**config.mk**
```make
export PLATFORM = sky130hd
export DESIGN_NAME = srt_ctrl
export DESIGN_NICKNAME = d
export VERILOG_FILES = /design/src/rtl/core/srt_pkg.sv /design/src/rtl/core/srt_ctrl.sv
export SDC_FILE = /design/constraint.sdc
export NUM_CORES = 1
export LEC_CHECK = 0
export ABC_AREA = 0
export BUFFER_PORTS_ARGS = -buffer_cell sky130_fd_sc_hd__buf_2
export CAP_MARGIN = 10
export CORE_AREA = 3 3 40 42
export DETAILED_ROUTE_END_ITERATION = 8
export DIE_AREA = 0 0 43 45
export PLACE_DENSITY = 0.7
export SYNTH_ARGS = -nofsm -noshare
export SYNTH_HDL_FRONTEND = slang
export SYNTH_SLANG_ARGS = --single-unit
```
**constraint.sdc**
```tcl
create_clock -name clk -period 1.9 [get_ports clk]
set_clock_uncertainty 0.1 [all_clocks]
set_input_delay 0.19 -clock clk [delete_from_list [all_inputs] [get_ports clk]]
set_output_delay 0.19 -clock clk [all_outputs]
set_load 0.02 [all_outputs]
```
**src/rtl/core/srt_pkg.sv**
```systemverilog
// ----------------------------------------------------------------------------
// srt_pkg
// types and codes shared by the stream reservation table modules
// ----------------------------------------------------------------------------
`timescale 1ns / 1ps
`default_nettype none

package srt_pkg;

	localparam int MAX_RESULTS = 64;
	localparam int CNT_W       = 7;

	localparam logic [2:0] K_TALKER_UPD   = 3'd0;
	localparam logic [2:0] K_TALKER_REM   = 3'd1;
	localparam logic [2:0] K_LISTENER_UPD = 3'd2;
	localparam logic [2:0] K_LISTENER_REM = 3'd3;
	localparam logic [2:0] K_FIND         = 3'd4;
	localparam logic [2:0] K_LIST         = 3'd5;
	localparam logic [2:0] K_TICK         = 3'd6;
	localparam logic [2:0] K_CLEAR        = 3'd7;

	localparam logic [3:0] ST_REGISTERED    = 4'd0;
	localparam logic [3:0] ST_UPDATED       = 4'd1;
	localparam logic [3:0] ST_REMOVED       = 4'd2;
	localparam logic [3:0] ST_NOT_FOUND     = 4'd3;
	localparam logic [3:0] ST_ZERO_SIZE     = 4'd4;
	localparam logic [3:0] ST_ZERO_INTERVAL = 4'd5;
	localparam logic [3:0] ST_NO_ADDRESS    = 4'd6;
	localparam logic [3:0] ST_WRONG_OWNER   = 4'd7;
	localparam logic [3:0] ST_NO_TALKER     = 4'd8;
	localparam logic [3:0] ST_FULL          = 4'd9;
	localparam logic [3:0] ST_EXPIRED       = 4'd10;
	localparam logic [3:0] ST_FOUND         = 4'd11;

	typedef struct packed {
		logic        valid;
		logic [11:0] vlan;
		logic [63:0] stream;
		logic [3:0]  owner;
		logic [1:0]  cls;
		logic [15:0] size;
		logic [15:0] interval;
		logic [47:0] mac;
	} talker_word_t;

	typedef struct packed {
		logic        valid;
		logic [11:0] vlan;
		logic [63:0] stream;
		logic [3:0]  port;
		logic [31:0] stamp;
	} listener_word_t;

	typedef struct packed {
		logic load;
		logic init_wr;
		logic idx_rst;
		logic t_rd;
		logic l_rd;
		logic t_clr;
		logic resp;
	} srt_cmd_t;

	typedef struct packed {
		logic [2:0] kind;
		logic       port_bad;
		logic       t_hit;
		logic       last_t;
		logic       last_l;
		logic       last_init;
		logic       cap_hit;
		logic       aging_zero;
	} srt_sts_t;

endpackage

`default_nettype wire

```
**src/rtl/core/srt_ctrl.sv**
```systemverilog
// ----------------------------------------------------------------------------
// srt_ctrl
// sequencer: reset clearing pass, table scans and the final response
// ----------------------------------------------------------------------------
`timescale 1ns / 1ps
`default_nettype none

module srt_ctrl import srt_pkg::*; (
	input  wire logic     clk,
	input  wire logic     arst_n,
	input  wire logic     start,
	input  wire srt_sts_t sts,
	output srt_cmd_t      cmd,
	output logic          busy
);

	localparam logic [3:0] S_INIT  = 4'd0;
	localparam logic [3:0] S_IDLE  = 4'd1;
	localparam logic [3:0] S_DISP  = 4'd2;
	localparam logic [3:0] S_TSCAN = 4'd3;
	localparam logic [3:0] S_TWAIT = 4'd4;
	localparam logic [3:0] S_TEVAL = 4'd5;
	localparam logic [3:0] S_LSCAN = 4'd6;
	localparam logic [3:0] S_LWAIT = 4'd7;
	localparam logic [3:0] S_TCLR  = 4'd8;
	localparam logic [3:0] S_RESP  = 4'd9;

	logic [3:0] state_q;
	logic [3:0] state_d;

	always_comb begin
		state_d = state_q;
		cmd     = '0;
		unique case (state_q)
			S_INIT: begin
				cmd.init_wr = 1'b1;
				if (sts.last_init) state_d = S_IDLE;
			end
			S_IDLE: begin
				if (start) begin
					cmd.load = 1'b1;
					state_d  = S_DISP;
				end
			end
			S_DISP: begin
				unique case (sts.kind)
					K_TALKER_UPD, K_LISTENER_UPD: state_d = sts.port_bad ? S_RESP : S_TSCAN;
					K_TALKER_REM, K_FIND:         state_d = S_TSCAN;
					K_LISTENER_REM, K_LIST:       state_d = S_LSCAN;
					K_TICK:                       state_d = sts.aging_zero ? S_IDLE : S_LSCAN;
					K_CLEAR:                      state_d = S_TCLR;
					default:                      state_d = S_RESP;
				endcase
			end
			S_TSCAN: begin
				cmd.t_rd = 1'b1;
				if (sts.last_t) state_d = S_TWAIT;
			end
			S_TWAIT: state_d = S_TEVAL;
			S_TEVAL: begin
				// a listener update goes on to the listener table only if its talker exists
				if (sts.kind == K_LISTENER_UPD && sts.t_hit) begin
					cmd.idx_rst = 1'b1;
					state_d     = S_LSCAN;
				end else begin
					state_d = S_RESP;
				end
			end
			S_LSCAN: begin
				cmd.l_rd = 1'b1;
				if (sts.last_l || sts.cap_hit) state_d = S_LWAIT;
			end
			S_LWAIT: state_d = S_RESP;
			S_TCLR: begin
				cmd.t_clr = 1'b1;
				if (sts.last_t) state_d = S_RESP;
			end
			S_RESP: begin
				cmd.resp = 1'b1;
				state_d  = S_IDLE;
			end
			default: state_d = S_IDLE;
		endcase
	end

	always_ff @(posedge clk or negedge arst_n) begin
		if (!arst_n) begin
			state_q <= S_INIT;
		end else begin
			state_q <= state_d;
		end
	end

	assign busy = (state_q != S_IDLE);

endmodule

`default_nettype wire

```
==> summary.txt <==
Max FFs per register: 4
Worst-Skew Late Latency: 0.23 ns
Area after DPL: 638.1 µm²
Most flop-heavy register: state_q
Tmin final: 1.757 ns
Drt first pass iters: 4
Measured slew at the worst slew-check pin: 0.4991 ns
First-pass GRT wire length: 2007 µm
CTS clk-pin slew, worst paths: 0.04 ns
Fillers: 116
Num Clock Sinks: 4
Synthesized area: 554.3 µm²
FFs w/ async S/R, synth: 1.000
Final Non-Filler Cells: 97
Synth Flop Type: dfrtp_1
Worst hold path type: in2async
CTS Buf Count: 3
Required @ worst endpoint: 1.61 ns
Row cnt: 13
Outcome: finished, final reports clean
WP data arrival: 1.47 ns
Max Slew Vio Count: 0
Yosys reg bits: 4
Routed vias: 552
Place WS: 0.2152 ns
Clock buffer depth: 2
Final Power: 977.1 µW
Root Buffer: clkbuf_4
Unrepaired setup endpoints after global routing: no
Period utilization: 0.9248
Final wirelength: 1333 µm
Die Ht: 45 µm
Largest registers: state_q: 4 flops
Worst VDD drop: 641.6 µV
Final setup margin: 0.1428 ns
Syn nets: 75
Mean Syn Cell Area: 8.940 µm²
Starting DRT DRC Count: 26
Die footprint: 0.001935 mm²
Port-buffer cells: 20
Global route hottest layer: met2
Antenna-violating nets left: 0
Synth warn: 0
Design Area, Final: 671.9 µm²
Met2 GRT Util: 0.2096
Htree depth: 1
Gate Count Post-Synth: 62
Setup CP Type: reg2out
Max Fclk: 0.5691 GHz
Post-synth EDFFs: 0
Avg WL per Cell: 13.74 µm
# diodes: 0
Final setup fails: 0
Gpl congestion: 0.8614
Post-synthesis cell type count: 36
Synth-to-Final Area Change: 21.22%
Slew margin rel.: 0.6673
Core ar.: 0.001285 mm²
PD cells: 1454 mW/mm²
Die W: 43 µm
Initial antenna violation count: 0
LEAKAGE: 0.3195 nW
Residual DRC: 0
Clock tree from TritonCTS: yes
CP endpoint kind: primary output
Vias in the first global route: 448
Critical path startpoint category: register
Largest net degree at the start of global routing: 16
M3 GR Usage: 0.03586
Boundary pin count: 21
Dpl cells: 93
Layout cells sized above 1: 0.4268
Total global-route track usage: 0.1413
Starting density of the core: 0.4314
GR Util met1: 0.1976
GRT overflow: 0
Final Hold Fails: 0
Layout Nets: 97
Post-Route Setup TNS: 0 ns
Dpl hpwl: 1037 µm
Vias per cell: 5.691
CP Max Fanout: 14
MaxCap Viol Count: 0
Sequential share of the synthesized area: 0.1806
-- per-stage QoR --
step / hold WS [ns] / util
floorplan: -0.2056 / -
global placement: -0.1032 / 0.4966
detailed placement: -0.1049 / 0.4966
CTS: 0.1963 / 0.5219
global route: 0.2108 / 0.5229
finish: 0.1962 / 0.5229
-- timing repair --
item	4_1_cts	5_1_grt
endpoints found under the hold margin	4	0
gates resized for setup	0	1
hold buffers	1	0
endpoints found under the setup margin	0	1
buffers inserted	0	0
-- final cells by class --
| cell class | instances | area, µm² | share of cell area |
|---|---|---|---|
| timing repair buffer | 21 | 110.1 | 0.1639 |
| tap | 15 | 18.77 | 0.02793 |
| clock buffer | 3 | 22.52 | 0.03352 |
| inverter | 3 | 11.26 | 0.01676 |
| sequential | 4 | 101.3 | 0.1508 |
| multi-input combinational | 51 | 407.9 | 0.6071 |
-- layer usage --
layer / share of wire / wire [µm] / vias to the layer above
met3: 0.086 / 114 / 2
met5: 0 / 0 / -
met1: 0.42 / 556 / 252
li1: - / - / 262
met2: 0.49 / 657 / 36
met4: 0.0038 / 5 / 0
-- cell families after synthesis --
| group | count (synthesis) | synth area share |
|---|---|---|
| buf+inv | 7 | 0.08351 |
| flops | 4 | 0.1806 |
| compound gates | 15 | 0.2460 |
| mux | 3 | 0.05418 |
| simple gates | 33 | 0.4357 |
-- path summary, 6_finish.rpt --
kind	from	endpoint	slack [ns]	depth (start not counted)
max in group asynchronous	arst_n	state_q[0]$_DFFE_PN0P_	1.38	2
max	state_q[2]$_DFFE_PN0P_	cmd[4]	0.14	3
max reg2reg	state_q[2]$_DFFE_PN0P_	state_q[2]$_DFFE_PN0P_	0.23	5
min	arst_n	state_q[1]$_DFFE_PN0P_	0.20	2
min in group clk	sts[3]	state_q[2]$_DFFE_PN0P_	0.20	4
min reg2reg	state_q[0]$_DFFE_PN0P_	state_q[0]$_DFFE_PN0P_	0.62	2
-- worst max-delay path: stages, from the launching register on --
cell and delay, ns:
dfrtp_1 0.64, nand2b_2 0.20, nor3_4 0.19, buf_2 0.20
-- synth_stat cells (2+ instances only) --
library cell  count  area, µm²
a21oi_1           2      10.01
buf_6             2      22.52
o21ai_0           3      15.01
nor3b_1           2      15.01
a22oi_1           2      15.01
nor3_1            2      10.01
nand2_1           2      7.510
nor2_1            9      33.78
mux2i_1           3      30.03
o21a_1            2      15.01
or2_1             2      12.51
inv_1             3      11.26
nand2b_1          2      12.51
dfrtp_1           4      100.1
-- cells in the final DEF, fill, tap and decap left out, types with 2 or more instances in the layout --
cell type  instances
nor3b_1            2
a21oi_1            2
inv_1              3
o21ai_0            3
mux2i_1            3
dfrtp_1            3
clkbuf_4           3
nor2_1             9
or2_1              2
nand2_1            2
o21a_1             2
nor3_1             2
buf_2             20
nand2b_1           2
a22oi_1            2
-- power breakdown --
part           leakage (nW)  switching, mW  internal (mW)  total, mW
Clock                0.0138         0.0326         0.0705      0.103
Combinational         0.254          0.335          0.291      0.625
Sequential           0.0514          0.125          0.123      0.249
Note: power is estimated with default switching activity, not from simulation.
